$ cat config.mk
export PLATFORM = sky130hd
export DESIGN_NAME = pfcm_mul
export DESIGN_NICKNAME = d
export VERILOG_FILES = /design/src/hdl/pfcm_pkg.sv /design/src/hdl/pfcm_mul.sv
export SDC_FILE = /design/constraint.sdc
export NUM_CORES = 2
export LEC_CHECK = 0
export ABC_AREA = 1
export BUFFER_PORTS_ARGS = -buffer_cell sky130_fd_sc_hd__buf_2
export CORE_MARGIN = 2
export CORE_UTILIZATION = 45
export CTS_CLUSTER_SIZE = 20
export DETAILED_ROUTE_END_ITERATION = 6
export GPL_ROUTABILITY_DRIVEN = 0
export HOLD_SLACK_MARGIN = 0.02
export PLACE_DENSITY = 0.73
export SYNTH_ARGS = -nofsm -noshare
export SYNTH_HDL_FRONTEND = slang
export SYNTH_SLANG_ARGS = --single-unit
$ cat constraint.sdc
create_clock -name clk -period 8.86 [get_ports clk]
set_input_delay 1.772 -clock clk [delete_from_list [all_inputs] [get_ports clk]]
set_output_delay 1.772 -clock clk [all_outputs]
set_load 0.01 [all_outputs]
$ cat src/hdl/pfcm_pkg.sv
// shared types, constants and root table of the pfcm membership block
`default_nettype none

package pfcm_pkg;

	localparam int CLASSES_DEF  = 4;
	localparam int CHANNELS_DEF = 2;

	localparam int OP_W    = 2;
	localparam int CLS_W   = 2;
	localparam int CH_W    = 1;
	localparam int VAL_W   = 24;
	localparam int Q_W     = 17;
	localparam int ADDR_W  = 4;
	localparam int DATA_W  = 32;
	localparam int DIV_W   = 50;
	localparam int LOG_W   = 22;
	localparam int POW_W   = 48;

	localparam logic [OP_W-1:0] OP_CENTER = 2'd0;
	localparam logic [OP_W-1:0] OP_ETA    = 2'd1;
	localparam logic [OP_W-1:0] OP_PIXEL  = 2'd2;

	localparam logic [1:0] REG_FCM_EXP = 2'd0;
	localparam logic [1:0] REG_PCM_EXP = 2'd1;
	localparam logic [1:0] REG_WEIGHT  = 2'd2;
	localparam logic [1:0] REG_CLOSE   = 2'd3;

	localparam logic [15:0] FCM_EXP_RST = 16'd8192;
	localparam logic [15:0] PCM_EXP_RST = 16'd8192;
	localparam logic [15:0] WEIGHT_RST  = 16'd256;
	localparam logic [31:0] CLOSE_RST   = 32'd256;

	localparam logic [Q_W-1:0]   ONE_Q16 = 17'h10000;
	localparam logic [POW_W-1:0] SAT_Q16 = 48'h8000_0000_0000;

	typedef struct packed {
		logic [15:0] fcm_exponent;
		logic [15:0] pcm_exponent;
		logic [15:0] pcm_weight;
		logic [31:0] closeness_limit;
	} cfg_t;

	typedef logic [16:0][31:0] root_tab_t;

	function automatic logic [63:0] isqrt64(input logic [63:0] v);
		logic [63:0] x;
		logic [63:0] r;
		logic [63:0] b;
		x = v;
		r = '0;
		b = 64'h4000_0000_0000_0000;
		for (int j = 0; j < 32; j++) begin
			if (x >= r + b) begin
				x = x - (r + b);
				r = (r >> 1) + b;
			end else begin
				r = r >> 1;
			end
			b = b >> 2;
		end
		return r;
	endfunction

	function automatic root_tab_t calc_roots();
		root_tab_t t;
		t[0] = 32'h8000_0000;
		for (int k = 1; k <= 16; k++) begin
			t[k] = 32'(isqrt64({32'b0, t[k-1]} << 30));
		end
		return t;
	endfunction

	// r_k = 2^(2^-k) in Q.30
	localparam root_tab_t ROOT_TAB = calc_roots();

endpackage

`default_nettype wire

$ cat src/hdl/pfcm_mul.sv
// shared 32x32 multiplier with registered product
`default_nettype none

module pfcm_mul
	import pfcm_pkg::*;
(
	input  wire logic        clk,
	input  wire logic [31:0] a,
	input  wire logic [31:0] b,
	output logic      [63:0] p
);

	logic [63:0] p_q;

	always_ff @(posedge clk) begin
		p_q <= a * b;
	end

	assign p = p_q;

endmodule

`default_nettype wire

# ---- After elaboration in Yosys (flattened, before gate mapping)
# Cells that the tools add are included.
dict set report totals {
  ff_bits 64
  elab_cells 2
  out_inout_bits 64
  inputBits 65
}
dict set report classes {
  n_mul 1
}
# cell count
set op_table {}
lappend op_table {{32-bit by 32-bit multiplier with 64-bit output} 1}

# ---- Logic depth before layout (Yosys ltp)
dict set report logic_depth {
  ltp_word 1
  depth_mapped 30
  depth_no_buf 29
}

# ---- Worst setup path before layout
# Ideal clock, no wire load.
dict set report synth_path {
  path_kind {input port to flip-flop}
  startpoint {in a[25]}
  endpoint {reg p_q[60] (netlist: p[60])}
  n_path_buf 1
  t_arrival_ps 7474
  setup_time_ps 112
  cell_stages 26
  t_required_ps 8748
  slack_ps 1274
  path_cell_list {clkbuf_1 -> nand2_1 -> fa_1 -> inv_1 -> fa_1 -> inv_1 -> fa_1 -> inv_1 -> fa_1 -> fa_1 -> fa_1 -> fa_1 -> inv_1 -> fa_1 -> inv_1 -> ha_1 -> nand2_1 -> nand2_1 -> a21oi_1 -> nand2_1 -> nand2_1 -> nand2_1 -> a21oi_1 -> nand2_1 -> nand2_1 -> nand2_1}
}
dict set report synth_between {
  elab_chain_cells 1
}
# item line
set synth_lines {}
lappend synth_lines {{start, declared} pfcm_mul.sv:8} ;# input wire logic [31:0] a,
lappend synth_lines {{32-bit by 32-bit multiplier with 64-bit output} pfcm_mul.sv:16} ;# p_q <= a * b;
lappend synth_lines {{end signal, assigned} pfcm_mul.sv:16}
lappend synth_lines {{end, declared} pfcm_mul.sv:13} ;# logic [63:0] p_q;
# No other way between the ends.

# ---- Final worst setup path
dict set report layout_path {
  startpoint {in b[13]}
  endpoint {reg p_q[61] (netlist: p[61])}
}
dict set report layout_between {
  elab_chain_cells 1
}
# item line
set layout_lines {}
lappend layout_lines {{start, declared} pfcm_mul.sv:9} ;# input wire logic [31:0] b,
lappend layout_lines {{32-bit by 32-bit multiplier with 64-bit output} pfcm_mul.sv:16}
# No other way between the ends.

==> impl_results.md <==
- Total negative setup slack: 0 ns
- Slew @ Worst Pin: 0.946 ns
- Io pins: 129
- Core Rows: 105
- Vias/cell: 4.89
- Hold Violations, Final: 0
- CTS tree: built
- Layout net count: 6260
- Root Driver: clkbuf_16
- Via count: 29.9k
- Hold path startpoint: b[0]
- Warnings from Yosys: 0
- Met3 Routed Length: 8590 microns
- Worst Setup SP: b[13]
- Final setup vio count: 0
- Tmin final: between 8 and 9 ns
- Initial drt markers: between 2k and 2.5k
- Number of antenna violations at the first check in global routing: 7
- Main synth FF type: dfxtp_1
- Hold Crit Class: input pin to flop
- Hold Buf Count CTS: 0
- Post-CTS Setup Bufs: 0
- CTS Buf Count: 9
- DIE AREA: 85400 sq um
- CTS sink cnt: 64
- CP startpoint kind: input pin
- Mean area per synthesized cell: 7.45 sq um
- Mapped Area: 37400 sq um
- CP arrival: about 8.5 ns
- Drt drc: 13
- Layout cells sized above 1: 0.0544
- DR WL/cell: between 15 and 20 microns
- Crit-path slowest cell: fa_1
- Largest stage delay, worst path: 0.63 ns
- Chip height: a little under 300 microns
- WP buf/inv: 7
- Post-synth EDFFs: 0
- Wire length on met1: 39700 microns
- Largest net degree at the start of global routing: 33
- Sequential element share of the synthesized area: 0.0343
- Uppermost layer routed: met5
- Most frequent cell after synthesis: inv_1
- PortBufs: between 100 and 150
- #FFs+latches synth: 64
- Top cell type's share of synthesized area: 0.480
- Number of distinct library cells after synthesis: 23
- Worst EP required: 9.09 ns
- Crit Path Class: input pin to flop
- Routed WL: 99700 microns
- Resized Gates After CTS: 0
- Main area contributors after synthesis: fa_1, inv_1, nand2_1
- Initial Utilization: 0.455
- Violations in the final reports: DRC
- Post-layout util: 0.481
- Grt total ovfl: 0
- Synth Net Count: 6247
- Max Cap Viol: 0
- Async SR Flop Fraction: 0
- Setup crit end kind: flop
- Post-DRT Antenna Nets: 0
- Die extent in x: slightly below 300 microns
- H-Tree Depth: 3
- Crit-path max FO: 20
- Fin crit share: 0.929
- Mapped Cells: 5023
- Gr usage total: 0.243
- Final Max Slew Viols: 0
- Cell taking the most area after synthesis: fa_1
- F_max: 121 MHz
- Top delay family on crit path: adder cells
- Core area: 82200 sq um
- WL met2: 48700 microns
- First-pass detailed-route iteration total: 7
- Status: complete, but fails checks
- Layout area overhead: 5.68%
- Global-route wire length before repair: 165000 microns
- Relative slew slack: 0.370
- Vias in the first global route: 31.5k
- Most Frequent Cell on Critical Path: nand2_1
- DP HPWL: 85700 microns
- RSZ-0062 raised after global routing: false
- Number of flip-flops under the largest register name: 64
- List of most frequent post-synthesis cells: inv_1, nand2_1, fa_1
- Reg clk slew, reported paths: around 0.070 ns
- Bufs on Longest Clock Path: 2
-- kinds of logic after synthesis --
family,after synthesis,share of synthesized area
XOR/XNOR,35,0.00820
flip-flops,64,0.0343
AND/OR/NAND/NOR,1781,0.188
buffers and inverters,1927,0.193
AO/OA/AOI/OAI,57,0.00853
adder cells (fa/ha/maj),1159,0.568
-- path summary, 6_finish.rpt --
path / to / slack, ns / depth (start not counted)
hold / removal: p[0] / 1.97 / 3
setup / recovery: p[61] / 0.63 / 27
-- metal layers --
metal,global-route usage,vias to the layer above
li1,-,13600
met4,0.0619,4
met2,0.417,1316
met5,0,-
met3,0.0304,188
met1,0.326,14800
-- through the flow --
stage / instances / setup slack [ns] / instance area (sq um) / hold WS, ns
floorplan: 5023 / 1.27 / 37400 / 1.87
global placement: 6095 / 0.360 / 39200 / 2.16
detailed placement: 6095 / 0.337 / 39200 / 2.17
CTS: 6111 / 0.687 / 39500 / 1.97
global route: 6113 / 0.348 / 39500 / 1.98
finish: 6116 / 0.626 / 39500 / 1.97
-- cell type report --
type / count / area (sq um)
multi-input cells: 3032 / 28900
well taps: 1070 / 1340
flip-flops and latches: 64 / 1280
clock inverters: 7 / 120
inverters: 1735 / 6510
clock buffers: 9 / 225
fillers: 8013 / 42700
diodes: 5 / 12.5
repair buffers: 194 / 1150
-- layout by cell type, fill, tap and decap left out, types with 11 or more instances in the layout --
| cell type | count |
|---|---|
| nor2_1 | 81 |
| ha_1 | 263 |
| fa_1 | 896 |
| inv_1 | 1723 |
| o21bai_1 | 11 |
| nor3_1 | 11 |
| nand2_2 | 15 |
| nor2_2 | 14 |
| inv_2 | 12 |
| buf_2 | 128 |
| nand2_1 | 1566 |
| a21oi_1 | 43 |
| xor2_1 | 33 |
| nand3_1 | 56 |
| nand4_1 | 16 |
| dfxtp_1 | 64 |
| buf_4 | 65 |
Power is left out: the tool's default activity adds up to more than one toggle a clock period on the data nets, which glitch-free logic cannot reach.
