### src/hdl/pfcm_pkg.sv
// shared types, constants and root table of the pfcm membership block
`default_nettype none

package pfcm_pkg;

	localparam int CLASSES_DEF  = 4;
	localparam int CHANNELS_DEF = 2;

	localparam int OP_W    = 2;
	localparam int CLS_W   = 2;
	localparam int CH_W    = 1;
	localparam int VAL_W   = 24;
	localparam int Q_W     = 17;
	localparam int ADDR_W  = 4;
	localparam int DATA_W  = 32;
	localparam int DIV_W   = 50;
	localparam int LOG_W   = 22;
	localparam int POW_W   = 48;

	localparam logic [OP_W-1:0] OP_CENTER = 2'd0;
	localparam logic [OP_W-1:0] OP_ETA    = 2'd1;
	localparam logic [OP_W-1:0] OP_PIXEL  = 2'd2;

	localparam logic [1:0] REG_FCM_EXP = 2'd0;
	localparam logic [1:0] REG_PCM_EXP = 2'd1;
	localparam logic [1:0] REG_WEIGHT  = 2'd2;
	localparam logic [1:0] REG_CLOSE   = 2'd3;

	localparam logic [15:0] FCM_EXP_RST = 16'd8192;
	localparam logic [15:0] PCM_EXP_RST = 16'd8192;
	localparam logic [15:0] WEIGHT_RST  = 16'd256;
	localparam logic [31:0] CLOSE_RST   = 32'd256;

	localparam logic [Q_W-1:0]   ONE_Q16 = 17'h10000;
	localparam logic [POW_W-1:0] SAT_Q16 = 48'h8000_0000_0000;

	typedef struct packed {
		logic [15:0] fcm_exponent;
		logic [15:0] pcm_exponent;
		logic [15:0] pcm_weight;
		logic [31:0] closeness_limit;
	} cfg_t;

	typedef logic [16:0][31:0] root_tab_t;

	function automatic logic [63:0] isqrt64(input logic [63:0] v);
		logic [63:0] x;
		logic [63:0] r;
		logic [63:0] b;
		x = v;
		r = '0;
		b = 64'h4000_0000_0000_0000;
		for (int j = 0; j < 32; j++) begin
			if (x >= r + b) begin
				x = x - (r + b);
				r = (r >> 1) + b;
			end else begin
				r = r >> 1;
			end
			b = b >> 2;
		end
		return r;
	endfunction

	function automatic root_tab_t calc_roots();
		root_tab_t t;
		t[0] = 32'h8000_0000;
		for (int k = 1; k <= 16; k++) begin
			t[k] = 32'(isqrt64({32'b0, t[k-1]} << 30));
		end
		return t;
	endfunction

	// r_k = 2^(2^-k) in Q.30
	localparam root_tab_t ROOT_TAB = calc_roots();

endpackage

`default_nettype wire

### src/hdl/pfcm_div.sv
// shared bit-serial restoring divider
`default_nettype none

module pfcm_div
	import pfcm_pkg::*;
#(
	parameter int W = DIV_W
) (
	input  wire logic         clk,
	input  wire logic         arst_n,
	input  wire logic         start,
	input  wire logic [W-1:0] num,
	input  wire logic [W-1:0] den,
	output logic              done,
	output logic      [W-1:0] quo
);

	localparam int CNT_W = $clog2(W + 1);

	logic             busy_q;
	logic             done_q;
	logic [CNT_W-1:0] cnt_q;
	logic [W:0]       rem_q;
	logic [W-1:0]     quo_q;
	logic [W-1:0]     den_q;
	logic [W:0]       rem_sh;
	logic             fits;

	assign rem_sh = {rem_q[W-1:0], quo_q[W-1]};
	assign fits   = rem_sh >= {1'b0, den_q};

	always_ff @(posedge clk or negedge arst_n) begin
		if (!arst_n) begin
			busy_q <= 1'b0;
			done_q <= 1'b0;
			cnt_q  <= '0;
			rem_q  <= '0;
			quo_q  <= '0;
			den_q  <= '0;
		end else begin
			done_q <= 1'b0;
			if (start) begin
				busy_q <= 1'b1;
				cnt_q  <= '0;
				rem_q  <= '0;
				quo_q  <= num;
				den_q  <= den;
			end else if (busy_q) begin
				rem_q <= fits ? rem_sh - {1'b0, den_q} : rem_sh;
				quo_q <= {quo_q[W-2:0], fits};
				cnt_q <= cnt_q + 1'b1;
				if (cnt_q == CNT_W'(W - 1)) begin
					busy_q <= 1'b0;
					done_q <= 1'b1;
				end
			end
		end
	end

	assign done = done_q;
	assign quo  = quo_q;

endmodule

`default_nettype wire

### config.mk
export PLATFORM = sky130hd
export DESIGN_NAME = pfcm_div
export DESIGN_NICKNAME = d
export VERILOG_FILES = /design/src/hdl/pfcm_pkg.sv /design/src/hdl/pfcm_div.sv
export SDC_FILE = /design/constraint.sdc
export NUM_CORES = 1
export LEC_CHECK = 0
export BUFFER_PORTS_ARGS = -buffer_cell sky130_fd_sc_hd__clkbuf_2
export CAP_MARGIN = 20
export CORE_UTILIZATION = 53
export DETAILED_ROUTE_END_ITERATION = 6
export PLACE_DENSITY = 0.77
export SETUP_SLACK_MARGIN = 0.4
export SLEW_MARGIN = 20
export SYNTH_ARGS = -nofsm -noshare
export SYNTH_HDL_FRONTEND = slang
export SYNTH_SLANG_ARGS = --single-unit
export TNS_END_PERCENT = 30
### constraint.sdc
create_clock -name clk -period 2.8 [get_ports clk]
set_input_delay 0.42 -clock clk [delete_from_list [all_inputs] [get_ports clk]]
set_output_delay 0.42 -clock clk [all_outputs]
set_load 0.02 [all_outputs]
After elaboration in Yosys (flattened, before gate mapping). Index checks and enable logic that the tools add are counted.

$add $sub $neg: 2. Multipliers: 0. Divide/modulo/power cells: 0. $lt $le $gt $ge: 1. Eq/ne operators: 1. Shift-type cells: 0. Muxes and demuxes: 13. Bitwise logic cells: 0. Reductions and logical operators: 1.

Operator list (count): 50-bit 2-to-1 mux (5); 51-bit by 50-bit >= comparator with 1-bit output (1); 50-bit subtractor (1); 6-bit 2-to-1 mux (2); 6-bit by 1-bit adder with 6-bit output (second input constant) (1); 6-bit equality test (second input constant) (1); 1-bit 2-to-1 mux (6); 2-bit nonzero test (1).

Register bits after elaboration: 158. Bits in latches: 0. RAM bits: 0. Memory bits (read-only): 0. Input port bits: 103. Output and inout port bits: 51. Logic and storage cells: 24. Memories: 0.

Depth between registers and ports, before layout.
Word-level depth: 4. Depth in mapped cells: 14. Depth with buffers taken out: 13.

Worst setup path before layout. OpenSTA, ideal clock, no wires.

Kind: reg-to-reg. Start: reg quo_q[49], in the netlist quo[49]. End: reg rem_q[36]. Setup time: 0.131 ns. Arrival: 2.991 ns. Required time: 2.669 ns. Path slack: -0.323 ns. Stages on the path, launching flop included: 14. Buffers on the path: 0. Clock period less this slack: 3.123 ns. Cell sequence: dfrtp_1 inv_1 ha_1 inv_1 fa_1 a21oi_1 o211ai_1 a221oi_2 o21ai_1 a21bo_1 or4_1 a31oi_1 xor2_1 o22ai_1.

Cells in the longest elaborated chain, start to end: 4. Elaborated cells between the ends (all ways): 5. Those cells by class: add/sub (1); order compare (1); mux (3).

Ends and longest elaborated chain: start: declaration (RTL line pfcm_div.sv:24) `logic [W-1:0] quo_q;`; start signal: assignment (RTL line pfcm_div.sv:46) `quo_q <= num;`; start signal: assignment (RTL line pfcm_div.sv:50) `quo_q <= {quo_q[W-2:0], fits};`; 50-bit subtractor or 51-bit by 50-bit >= comparator with 1-bit output (tied branches) (RTL line pfcm_div.sv:49, pfcm_div.sv:30); 50-bit 2-to-1 mux (*) (RTL line pfcm_div.sv:49) `rem_q <= fits ? rem_sh - {1'b0, den_q} : rem_sh;`; 50-bit 2-to-1 mux (*) (RTL line pfcm_div.sv:48) `end else if (busy_q) begin`; 50-bit 2-to-1 mux (*) (RTL line pfcm_div.sv:42) `if (start) begin`; end signal: assignment (RTL line pfcm_div.sv:49); end: declaration (RTL line pfcm_div.sv:23) `logic [W:0] rem_q;`.

Every way passes the cells marked *; elsewhere a longest branch is shown, timed or not. The select of a mux whose other input is x is not followed. A chain may end at the register's enable or synchronous reset.

Final worst setup path.
Start: reg den_q[0]. End: reg rem_q[8].

Cells in the longest elaborated chain, start to end: 4. Elaborated cells between the ends (all ways): 5. Those cells by class: add/sub (1); order compare (1); mux (3).

Ends and longest elaborated chain: start: declaration (RTL line pfcm_div.sv:25) `logic [W-1:0] den_q;`; start signal: assignment (RTL line pfcm_div.sv:47) `den_q <= den;`; 50-bit subtractor or 51-bit by 50-bit >= comparator with 1-bit output (tied branches) (RTL line pfcm_div.sv:49, pfcm_div.sv:30); 50-bit 2-to-1 mux (*) (RTL line pfcm_div.sv:49); 50-bit 2-to-1 mux (*) (RTL line pfcm_div.sv:48); 50-bit 2-to-1 mux (*) (RTL line pfcm_div.sv:42).

Marks and branches as above.

==> metrics.cfg <==
[run_status]
status = finished, violations left
failed_checks = hold timing, setup timing

[setup_path]
crit_type = flip-flop to flip-flop
worstSetupStartpointType = flip-flop
cp-end-kind = flip-flop
path_max_fanout = 2
required_ps = 3150
crit_arrival_ps = 3420

[layout]
final_common_cell = nand2_1
num_antenna_cells = 0
final_area_um2 = 13900
drive_gt1_share_pct = 31.2
layout_common_cells = nand2_1 (165), dfrtp_1 (156), buf_4 (156), clkbuf_2 (151), o21ai_0 (118)
n_fill_cell = 1407
utilization_pct = 73.4
syn2layout_area_growth_pct = 34.4
finalNetCount = 1618

[timing]
fmax_mhz = 326
setup_tns_ps = -4900
finalSetupViolCount = 50
fin_crit_ps = 3070
hold_viol = 19
rsz0062_at_grt = yes
worst_slack_ps = -269
slew_violations = 0
hold_slack_ps = -32.7
fin_crit_sh_pct = 110
slew_headroom_pct = 56.5
tightestPinTransition_ps = 653
skew_ps = 19.6

[placed_design]
place_ws_ps = -192
gp_congestion = 0.927
place_area_um2 = 12500
hpwl_mm = 19.9
io_buffers = 153

[die]
die_h_um = 142
dieArea_um2 = 20000
core_area_um2 = 18900
fp.dieW_um = 142
start_util_pct = 54.6
io_pins = 154
row_count = 50

[synthesis]
synth_compound_area_share_pct = 21.2
synth_cells = 1184
synthesis.area_um2 = 10300
synthFlopType = dfrtp_1
synth_xor_xnor_area_share_pct = 3.48
synth_top_family_by_area = compound AO/OA/AOI/OAI gates
yosysSeqAreaShare_pct = 38.3
ys_ff_latch = 158
synth_fa_ha_area_share_pct = 6.50
ys_warn_count = 0
syn_nets = 1340
ys_async_sr_fraction_pct = 100
syn_avg_cell_area_um2 = 8.71
synth_edf_count = 0
muxShareOfSynthArea_pct = 8.57
synth-simple-area-share_pct = 15.9
synth.distinct_cells = 77

[power]
seq_power_share_pct = 21.4
p_clk_share_pct = 19.2
swShare_pct = 40.3
power_density_nw_per_um2 = 1020
intPower_uw = 8440
p_comb_share_pct = 59.3
ir_worst_vdd_v = 0.000664
p_sw_uw = 5690
leakagePower_uw = 0.00707

[global_routing]
grtUsageMet2_pct = 49.7
grt_max_degree = 98
grt_pass1_wl_mm = 47.4
use_met1_pct = 38.0
grt_pass1_vias = 9720
grt.overflow.total = 0
antenna_found_initial = 0
busiest_layer = met2
use_met3_pct = 5.91
grt_usage_pct = 29.7

[clock_network]
clock_tree.root_cell = clkbuf_16
clk_latency_ps = 450
clock_path_buffers = 2
h-tree-depth = 4
cts_tree = done
cts_sinks = 158
cts_buffers = 17
cts.clk_slew.worst_paths_ps = 70

[route]
drc = 0
finalWirelength_mm = 29.4
vias = 9959
vias_per_cell = 5.74
post_drt_wl_per_cell_um = 16.9
drtAntennaViolNets = 0
detail_route.first_pass.iterations = 7
drt-initial-drc-count = 877

[run]
max_cap_viol_count = 0

[min_path]
hold_class = input port to asynchronous set/reset pin

[cell type report]
class,count,area (um2),share of cell area (%)
Inverter,72,270,1.95
Timing Repair Buffer,331,2330,16.8
Tap cell,260,325,2.35
Clock buffer,18,429,3.09
Clock inverter,14,244,1.76
Sequential cell,158,3960,28.5
Multi-Input combinational cell,882,6310,45.5
[flip-flops by register name, summed over array words and instances, names as in the netlist]
register  flops
done          1
quo          50
den_q        50
cnt_q         6
rem_q        50
busy_q        1
[metrics by stage]
step / hold slack, ps / std cells / total power (uW)
global route: 29.8 / 1735 / 14900
global placement: 475 / 1674 / 9860
detailed placement: 475 / 1674 / 10000
finish: -32.7 / 1735 / 14100
CTS: 3.57 / 1727 / 13500
floorplan: 124 / 1184 / 7620
[power by group through the flow]
stage	Sequential, uW	Combinational [uW]	Clock (uW)
after floorplan	3050	4570	0
after global routing	3070	8970	2830
after CTS	3000	7730	2740
after global placement	3000	6860	0
final	3030	8390	2720
after detailed placement	3020	7000	0
[cell usage after synthesis, types with 5 or more instances]
| library cell | number | area [um2] |
|---|---|---|
| nand2_1 | 168 | 631 |
| dfrtp_1 | 158 | 3950 |
| o21ai_0 | 120 | 601 |
| mux2i_1 | 85 | 851 |
| nor2_1 | 76 | 285 |
| inv_1 | 70 | 263 |
| a21oi_1 | 64 | 320 |
| clkbuf_1 | 57 | 214 |
| ha_1 | 52 | 651 |
| a211oi_1 | 37 | 278 |
| xnor2_1 | 27 | 236 |
| a21o_1 | 24 | 180 |
| a31oi_1 | 15 | 93.8 |
| nand3_1 | 15 | 75.1 |
| xor2_1 | 14 | 123 |
| nand4_1 | 13 | 81.3 |
| nor2b_1 | 12 | 75.1 |
| o21bai_1 | 12 | 90.1 |
| and3_1 | 11 | 68.8 |
| o21ai_1 | 11 | 55.1 |
| a311oi_1 | 10 | 87.6 |
| nor3_1 | 9 | 45.0 |
| and2_1 | 8 | 50.1 |
| buf_2 | 7 | 35.0 |
| o22ai_1 | 7 | 43.8 |
| or3_1 | 7 | 43.8 |
| nand2b_1 | 6 | 37.5 |
| and4_1 | 5 | 43.8 |
| nor3b_1 | 5 | 37.5 |
| o2111ai_1 | 5 | 43.8 |
| o211ai_1 | 5 | 37.5 |
[path summary, 6_finish.rpt]
check | startpoint | to | slack (ps) | cells after the start
worst max-delay path | den_q[0]$_DFFE_PN0P_ | rem_q[8]$_DFFE_PN0P_ | -270 | 19
worst min register to register | den_q[47]$_DFFE_PN0P_ | den_q[47]$_DFFE_PN0P_ | 530 | 2
max in group asynchronous | arst_n | den_q[34]$_DFFE_PN0P_ | 2080 | 2
worst min-delay path | arst_n | quo[32]$_DFFE_PN0P_ | -30 | 1
worst max register to register | den_q[0]$_DFFE_PN0P_ | rem_q[8]$_DFFE_PN0P_ | -270 | 19
min in group clk | num[10] | quo[10]$_DFFE_PN0P_ | 180 | 3
[cell families (layout without fill, tap and decap cells)]
logic type | Yosys count | count (layout)
AND/OR/NAND/NOR | 354 | 355
AO/OA/AOI/OAI | 345 | 345
flip-flops | 158 | 158
buffers and inverters | 145 | 435
multiplexers | 88 | 88
adder cells (fa/ha/maj) | 53 | 53
XOR/XNOR | 41 | 41
[metal layers]
| metal | up-vias | wire length (um) |
|---|---|---|
| met5 | - | 0 |
| met4 | 0 | 876 |
| met3 | 73 | 1830 |
| met2 | 375 | 13800 |
| met1 | 4767 | 12800 |
| li1 | 4744 | - |
[worst max-delay path: stages (launching register included)]
cell,delay (ps)
dfrtp_1,410
ha_4,170
inv_2,50
fa_2,230
a21oi_4,70
buf_4,130
buf_4,120
buf_4,120
buf_4,120
buf_4,120
buf_4,120
buf_4,120
buf_4,130
o21ai_0,240
a21oi_2,110
o21bai_1,180
a21oi_2,90
xnor2_1,150
mux2i_1,100
a211oi_1,210
[timing repair]
| action | in CTS | in global routing |
|---|---|---|
| hold endpoints to repair | 0 | 0 |
| buffers inserted | 18 | 8 |
| setup endpoints to repair | 51 | 51 |
| pin swaps | 44 | 22 |
| hold buffers | 0 | 0 |
| gates cloned | 3 | 0 |
| resized for setup | 38 | 44 |
(Power assumes the default switching activity.)
