$ cat src/hdl/pfcm_pkg.sv
// shared types, constants and root table of the pfcm membership block
`default_nettype none

package pfcm_pkg;

	localparam int CLASSES_DEF  = 4;
	localparam int CHANNELS_DEF = 2;

	localparam int OP_W    = 2;
	localparam int CLS_W   = 2;
	localparam int CH_W    = 1;
	localparam int VAL_W   = 24;
	localparam int Q_W     = 17;
	localparam int ADDR_W  = 4;
	localparam int DATA_W  = 32;
	localparam int DIV_W   = 50;
	localparam int LOG_W   = 22;
	localparam int POW_W   = 48;

	localparam logic [OP_W-1:0] OP_CENTER = 2'd0;
	localparam logic [OP_W-1:0] OP_ETA    = 2'd1;
	localparam logic [OP_W-1:0] OP_PIXEL  = 2'd2;

	localparam logic [1:0] REG_FCM_EXP = 2'd0;
	localparam logic [1:0] REG_PCM_EXP = 2'd1;
	localparam logic [1:0] REG_WEIGHT  = 2'd2;
	localparam logic [1:0] REG_CLOSE   = 2'd3;

	localparam logic [15:0] FCM_EXP_RST = 16'd8192;
	localparam logic [15:0] PCM_EXP_RST = 16'd8192;
	localparam logic [15:0] WEIGHT_RST  = 16'd256;
	localparam logic [31:0] CLOSE_RST   = 32'd256;

	localparam logic [Q_W-1:0]   ONE_Q16 = 17'h10000;
	localparam logic [POW_W-1:0] SAT_Q16 = 48'h8000_0000_0000;

	typedef struct packed {
		logic [15:0] fcm_exponent;
		logic [15:0] pcm_exponent;
		logic [15:0] pcm_weight;
		logic [31:0] closeness_limit;
	} cfg_t;

	typedef logic [16:0][31:0] root_tab_t;

	function automatic logic [63:0] isqrt64(input logic [63:0] v);
		logic [63:0] x;
		logic [63:0] r;
		logic [63:0] b;
		x = v;
		r = '0;
		b = 64'h4000_0000_0000_0000;
		for (int j = 0; j < 32; j++) begin
			if (x >= r + b) begin
				x = x - (r + b);
				r = (r >> 1) + b;
			end else begin
				r = r >> 1;
			end
			b = b >> 2;
		end
		return r;
	endfunction

	function automatic root_tab_t calc_roots();
		root_tab_t t;
		t[0] = 32'h8000_0000;
		for (int k = 1; k <= 16; k++) begin
			t[k] = 32'(isqrt64({32'b0, t[k-1]} << 30));
		end
		return t;
	endfunction

	// r_k = 2^(2^-k) in Q.30
	localparam root_tab_t ROOT_TAB = calc_roots();

endpackage

`default_nettype wire

$ cat src/hdl/pfcm_cfg.sv
// apb configuration registers of the pfcm membership block
`default_nettype none

module pfcm_cfg
	import pfcm_pkg::*;
(
	input  wire logic              clk,
	input  wire logic              arst_n,
	input  wire logic              psel,
	input  wire logic              penable,
	input  wire logic              pwrite,
	input  wire logic [ADDR_W-1:0] paddr,
	input  wire logic [DATA_W-1:0] pwdata,
	output logic      [DATA_W-1:0] prdata,
	output logic                   pready,
	output cfg_t                   cfg
);

	cfg_t       cfg_q;
	logic       wr;
	logic [1:0] idx;

	assign wr     = psel & penable & pwrite;
	assign idx    = paddr[3:2];
	assign pready = 1'b1;
	assign cfg    = cfg_q;

	always_ff @(posedge clk or negedge arst_n) begin
		if (!arst_n) begin
			cfg_q.fcm_exponent    <= FCM_EXP_RST;
			cfg_q.pcm_exponent    <= PCM_EXP_RST;
			cfg_q.pcm_weight      <= WEIGHT_RST;
			cfg_q.closeness_limit <= CLOSE_RST;
		end else if (wr) begin
			unique case (idx)
				REG_FCM_EXP: cfg_q.fcm_exponent    <= pwdata[15:0];
				REG_PCM_EXP: cfg_q.pcm_exponent    <= pwdata[15:0];
				REG_WEIGHT:  cfg_q.pcm_weight      <= pwdata[15:0];
				REG_CLOSE:   cfg_q.closeness_limit <= pwdata;
				default: ;
			endcase
		end
	end

	always_comb begin
		unique case (idx)
			REG_FCM_EXP: prdata = {16'b0, cfg_q.fcm_exponent};
			REG_PCM_EXP: prdata = {16'b0, cfg_q.pcm_exponent};
			REG_WEIGHT:  prdata = {16'b0, cfg_q.pcm_weight};
			REG_CLOSE:   prdata = cfg_q.closeness_limit;
			default:     prdata = '0;
		endcase
	end

endmodule

`default_nettype wire

$ cat config.mk
export PLATFORM = sky130hd
export DESIGN_NAME = pfcm_cfg
export DESIGN_NICKNAME = d
export VERILOG_FILES = /design/src/hdl/pfcm_pkg.sv /design/src/hdl/pfcm_cfg.sv
export SDC_FILE = /design/constraint.sdc
export NUM_CORES = 1
export LEC_CHECK = 0
export BUFFER_PORTS_ARGS = -buffer_cell sky130_fd_sc_hd__buf_4
export CORE_ASPECT_RATIO = 1.4
export CORE_MARGIN = 1.5
export CORE_UTILIZATION = 40
export DETAILED_ROUTE_END_ITERATION = 8
export GPL_ROUTABILITY_DRIVEN = 0
export GPL_TIMING_DRIVEN = 1
export PLACE_DENSITY = 0.69
export SLEW_MARGIN = 30
export SYNTH_ARGS = -nofsm -noshare
export SYNTH_HDL_FRONTEND = slang
export SYNTH_SLANG_ARGS = --single-unit
$ cat constraint.sdc
create_clock -name clk -period 2.04 [get_ports clk]
set_input_delay 0.204 -clock clk [delete_from_list [all_inputs] [get_ports clk]]
set_output_delay 0.204 -clock clk [all_outputs]
set_load 0.01 [all_outputs]
Yosys cells after proc, flatten, opt, wreduce, memory -nomap -nowiden:

Index checks and enable logic that the tools add are counted.

* flip-flop bits (word level): 80
* bits of input ports: 41
* output and inout bits: 113
* word-level logic and storage cells: 15

* equality and inequality tests: 3
* muxes and demuxes: 1
* bitwise logic cells: 2
* reductions and logical operators: 5

Operators by type and width (number)
* 32-bit case mux with 4 select lines: 1
* 2-bit AND reduction: 4
* 2-bit == test (second input constant): 2
* 1-bit AND: 2
* 2-bit by 1-bit == test with 1-bit output (second input constant): 1
* 2-bit zero test: 1

Depth between registers and ports, before layout:

Gate-level depths: netlist (run 1).

* depth after elaboration: 3
* mapped depth: 5
* depth with buffers taken out: 3

Least setup slack after synthesis (run 1):

Ideal clock, no wire load.

* kind: input-to-reg
* start point: input paddr[3]
* end point: register cfg_q (netlist bit cfg[37])
* library setup time: 0.125 ns
* data arrival time: 1.319 ns
* required time: 1.915 ns
* slack: 0.596 ns
* stages: 4
* buffers on the path: 2
* path through: buf_2 > nor3b_2 > buf_4 > mux2_2

* cells in the longest elaborated chain, start to end: 2

Ends and longest elaborated chain
* start, declared: line pfcm_cfg.sv:12 `input wire logic [ADDR_W-1:0] paddr,`
* 2-bit == test: line pfcm_cfg.sv:35 `unique case (idx)`
* 2-bit AND reduction (no source line)
* end, declared: line pfcm_cfg.sv:19 `cfg_t cfg_q;`

No other way between the ends.
A chain may end at the register's enable or synchronous reset.

Worst setup path after layout (run 1):

* start point: input paddr[2]
* end point: output prdata[3]

* cells in the longest elaborated chain, start to end: 2
* elaborated cells on any way between the ends: 5
* classes of those cells: eq/ne: 3; mux: 1; reduce/logical: 1

Ends and longest elaborated chain
* 2-bit == test, or another cell as far along: line pfcm_cfg.sv:46 `unique case (idx)`
* 32-bit case mux with 4 select lines (*): line pfcm_cfg.sv:46
* end, declared: line pfcm_cfg.sv:14 `output logic [DATA_W-1:0] prdata,`

Every way passes the cells marked *; elsewhere a longest branch is shown, timed or not.

==> results.toml, run 1 <==
[logic_synthesis]
synth-adder-area-share = 0
syn_nets = 256
ys_warn_count = 0
syn-mean-instance-area_um2 = 16.6
synth-compound-area-share = 0
synthXorXnorAreaFrac = 0
syn_area_mm2 = 0.00357
synth_top_family_by_area = "multiplexers"
seq_area_frac_synth = 0.562
syn-instance-count = 215
synth_simple_gate_area_share = 0.0417
synth_seq_cells = 80
synth_cell_type_count = 19
muxShareOfSynthArea = 0.364

[placement]
placed_cells = 466
io_buffers = 150
hpwl_um = 6230
place_area_mm2 = 0.00485

[timing]
rsz0062_at_grt = "no"
finalSetupViolCount = 0
tns_ns = 0
period_needed_ns = 1.65
drv_slew = 0
clock_skew_ns = 0
period_share = 0.808
finalHoldViolations = 0
fmax_mhz = 606

[routing]
firstDrtPassIters = 4
routed_wl_um = 8780
vias = 2492
ant_nets = 0
routed_via_density = 5.16
drcViolationCount = 0
wl_per_cell_um = 18.2
drtIter0Drc = 79

[worst_setup_path]
path_class = "in2out"
crit_path_end_kind = "primary output"
reg2reg_to = "cfg[34]"
crit_arrival_ns = 1.44
cp-endpoint = "prdata[3]"
reg2reg_from = "cfg[34]"
reg2reg_depth = 1
critPathMaxFanout = 20
r2r_setup_slack_ns = 1.25
crit_required_ns = 1.84
cp-startpoint = "paddr[2]"
critPathLaunchType = "primary input"

[worst_hold_path]
min_path_type = "in2reg"
min_path_cells = 2

[clock_network]
clk-insertion-delay-late_ns = 0.33
cts_setup_buffers = 0
cts_tree = "done"
cts_buffer_depth = 2
cts_hold_buf = 1
cts.htree.levels = 3
clock-root-buffer = "clkbuf_16"
cts-resized-gates = 0
cts.sinks = 80
path_clk_slew_ns = 0.06
cts_made_buffers = 9

[cells_and_area]
layoutNonFillerInstCount = 483
nets = 414
layout_commonest_cell = "buf_4"
design_area_mm2 = 0.00518
syn_to_final_growth_pct = 45.2
n_antenna_cell = 0
final_cell_mix = "160 x buf_4, 76 x dfrtp_1, 70 x mux2_2"
drive_gt1_frac = 0.743
largest_reg_flops = 80

[die]
dieArea_mm2 = 0.00950
dieHeight_um = 115
start_util = 0.415
die_w_um = 82.8
num_io_pins = 154
fp-row-count = 40
fp.coreArea_mm2 = 0.00861

[global_route]
antenna_found_initial = 0
globalRoute.totalOverflow = 0
grt_pass1_vias = 2683
grt_max_degree = 45
grt_pass1_wl_um = 14100
grt_usage = 0.192

[power]
power_density_mw_per_mm2 = 1090
p_leak_nw = 2.55
irDropWorstVdd_v = 0.000588

[status]
status = "completed"

[flow_run]
maxCapViolCount = 0
## cell type report
| type | count | area (um2) |
|---|---|---|
| Clock buffer | 14 | 284 |
| Clock inverter | 2 | 35.0 |
| Fill cell | 683 | 3430 |
| Multi-Input combinational cell | 119 | 1470 |
| Sequential cell | 80 | 2010 |
| Tap cell | 105 | 131 |
| Timing Repair Buffer | 163 | 1250 |
## Yosys cell counts
cell type	count	area [um2]
buf_1	1	3.75
nand2_1	1	3.75
conb_1	1	3.75
nand3_2	1	10.0
or3b_1	1	8.76
nor3b_2	1	12.5
clkbuf_1	3	11.3
buf_2	6	30.0
nor3_2	1	10.0
buf_12	1	20.0
mux2_4	10	150
dfrtp_1	76	1900
nor2_1	1	3.75
mux4_2	16	360
buf_6	2	22.5
buf_4	3	22.5
mux2_2	70	788
dfstp_2	4	105
and3_1	16	100
## where the power goes
part / internal, mW / switching, mW / total [mW]
Clock: 1.08 / 0.593 / 1.67
Combinational: 1.07 / 0.654 / 1.72
Sequential: 1.98 / 0.293 / 2.27
Total: 4.12 / 1.54 / 5.66
## metal layers
layer | share of wire | vias up | global-route usage | wire (um)
li1 | - | 1107 | - | -
met2 | 0.49 | 112 | 0.315 | 4310
met5 | 0 | - | 0 | 0
met1 | 0.42 | 1262 | 0.241 | 3710
met3 | 0.067 | 11 | 0.0524 | 586
met4 | 0.020 | 0 | 0.0800 | 176
## worst max-delay path: stages
cell and delay, ns:
buf_4 0.24, buf_4 0.30, mux4_2 0.53, buf_4 0.16
## how the worst min path moves through the flow
stage | from | to | slack (ns)
detailed placement | arst_n | cfg[22] | 0.21
global placement | arst_n | cfg[22] | 0.20
CTS | pwdata[22] | cfg[22] | 0.09
finish | pwdata[22] | cfg[22] | 0.1
global route | pwdata[28] | cfg[28] | 0.09
floorplan | arst_n | cfg[0] | -0.09
## through the flow
step           power (mW)  setup slack [ns]  hold WS [ns]  utilization
6_report             5.66             0.391        0.0985        0.602
5_1_grt              5.95             0.303        0.0920        0.602
4_1_cts              5.75             0.354        0.0883        0.602
3_5_place_dp         4.04             0.357         0.207        0.564
3_3_place_gp         3.99             0.398         0.203        0.564
2_1_floorplan        3.03             0.596       -0.0916            -
## logic make-up after synthesis
kind of cell / Yosys count
multiplexers: 96
flip-flops: 80
AND/OR/NAND/NOR: 22
other: 1
buffers and inverters: 16
(Power assumes the default switching activity.)
==> run 2: changes to the inputs <==
==> constraint.sdc (replaced) <==
create_clock -name clk -period 1.7 [get_ports clk]
set_input_delay 0.17 -clock clk [delete_from_list [all_inputs] [get_ports clk]]
set_output_delay 0.17 -clock clk [all_outputs]
set_load 0.01 [all_outputs]
==> run 2 against run 1 <==
Global-route usage shrank 0.45 points. Sequential power up 20%. Critical path type is now reg2out. Worst hold slack lost 0.029 ns. Core utilization rose by 0.51 points. Critical path depth decreased by 2. Total power grew 24%. Setup slack worse by 0.23 ns. Largest cell class unchanged. Combinational power rose by 20%.
==> results.toml, run 2 (same netlist as run 1, synthesis figures left out) <==
[status]
status = "completed"

[worst_setup_path]
critPathMaxFanout = 3
crit_path_end_kind = "primary output"
crit_chain = "mux4_2 > buf_4"
reg2reg_depth = 1
crit_required_ns = 1.53
path_class = "reg2out"
reg2reg_from = "cfg[63]"
crit_arrival_ns = 1.36
path_buf_inv = 1
critPathLaunchType = "register"
crit_family = "multiplexers"
cpPeakStageDelay_ns = 0.49
crit_cells = 2
slowest_stage = "mux4_2"
cp-startpoint = "cfg[15]"

[cells_and_area]
layout_commonest_cell = "buf_4"
nets = 415
syn_to_final_growth_pct = 46.4
drive_gt1_frac = 0.747
final_cell_mix = "161 x buf_4, 76 x dfrtp_1, 70 x mux2_2"
n_antenna_cell = 0
layoutNonFillerInstCount = 484
largest_reg_flops = 80

[timing]
finalSetupViolCount = 0
period_needed_ns = 1.53
period_share = 0.903
finalHoldViolations = 0
drv_slew = 0
tns_ns = 0
clock_skew_ns = 0
rsz0062_at_grt = "no"
fmax_mhz = 652

[global_route]
grt_pass1_wl_um = 13800
grt_pass1_vias = 2608
antenna_found_initial = 0
grt_max_degree = 36
grt_usage = 0.187
globalRoute.totalOverflow = 0

[placement]
io_buffers = 150
hpwl_um = 6070
placed_cells = 467

[worst_hold_path]
min_path_cells = 2
min_path_type = "in2reg"
worst_hold_startpoint = "pwdata[26]"

[die]
fp.coreArea_mm2 = 0.00861
dieHeight_um = 115
die_w_um = 82.8
start_util = 0.415
num_io_pins = 154
dieArea_mm2 = 0.00950
fp-row-count = 40

[routing]
firstDrtPassIters = 4
routed_via_density = 5.08
routed_wl_um = 8560
drtIter0Drc = 76
wl_per_cell_um = 17.7
drcViolationCount = 0
vias = 2457
ant_nets = 0

[power]
combPwrFrac = 0.294
switchingPower_mw = 1.86
p_leak_nw = 2.57
p_seq_frac = 0.387
netSwitchingFraction = 0.265
internal_power_mw = 5.17
power_density_mw_per_mm2 = 1350
irDropWorstVdd_v = 0.000865
clkPwrFrac = 0.320

[clock_network]
clk-insertion-delay-late_ns = 0.33
cts_made_buffers = 9
clock-root-buffer = "clkbuf_16"
cts.sinks = 80
cts_tree = "done"
cts_setup_buffers = 0
cts_buffer_depth = 2
cts.htree.levels = 3
path_clk_slew_ns = 0.06

[flow_run]
maxCapViolCount = 0
[run 2: changes by cell type in the layout (fill, tap and decap cells not counted), sizes merged]
| cell | change |
|---|---|
| buf | +1 |
| clkbuf | -3 |
| clkinvlp | +1 |
| bufinv | +2 |
[run 2: what timing repair did]
action,4_1_cts,5_1_grt
endpoints found under the hold margin,28,0
hold buffers,1,0
resized for setup,0,0
endpoints found under the setup margin,0,0
[run 2: power groups by stage]
stage / Clock, mW / Sequential [mW] / Combinational (mW)
2_1_floorplan: 0 / 2.89 / 0.749
3_3_place_gp: 0 / 2.73 / 2.06
3_5_place_dp: 0 / 2.75 / 2.10
4_1_cts: 2.30 / 2.72 / 2.10
5_1_grt: 2.39 / 2.79 / 2.22
6_report: 2.25 / 2.72 / 2.07
[run 2: worst paths after layout]
| check | to | slack [ns] |
|---|---|---|
| worst max-delay path | prdata[15] | 0.17 |
| worst min-delay path | cfg[26] | 0.07 |
| worst max register to register | cfg[63] | 0.92 |
| worst min register to register | cfg[10] | 0.53 |
| max in group asynchronous | cfg[40] | 0.73 |
| min in group asynchronous | cfg[26] | 0.32 |
[run 2: per-layer routing]
metal | track usage | vias up | part of all wire
met5 | 0 | - | 0
met4 | 0.0633 | 0 | 0.013
met1 | 0.246 | 1228 | 0.42
met2 | 0.298 | 113 | 0.49
met3 | 0.0581 | 9 | 0.075
li1 | - | 1107 | -
[run 2: final cells by class]
class | count | area [um2]
well taps | 105 | 131
fillers | 703 | 3380
repair buffers | 164 | 1260
multi-input cells | 119 | 1470
flip-flops and latches | 80 | 2010
clock inverters | 5 | 103
clock buffers | 11 | 253
[run 2: metrics by stage]
step	power [mW]	hold slack [ns]	utilization	cell area, um2	worst slack [ns]
6_report	7.03	0.0690	0.607	5220	0.165
5_1_grt	7.40	0.0589	0.607	5220	0.104
4_1_cts	7.13	0.0542	0.607	5220	0.145
3_5_place_dp	4.85	0.129	0.564	4860	0.277
3_3_place_gp	4.79	0.126	0.564	4860	0.275
2_1_floorplan	3.63	-0.126	-	3570	0.290
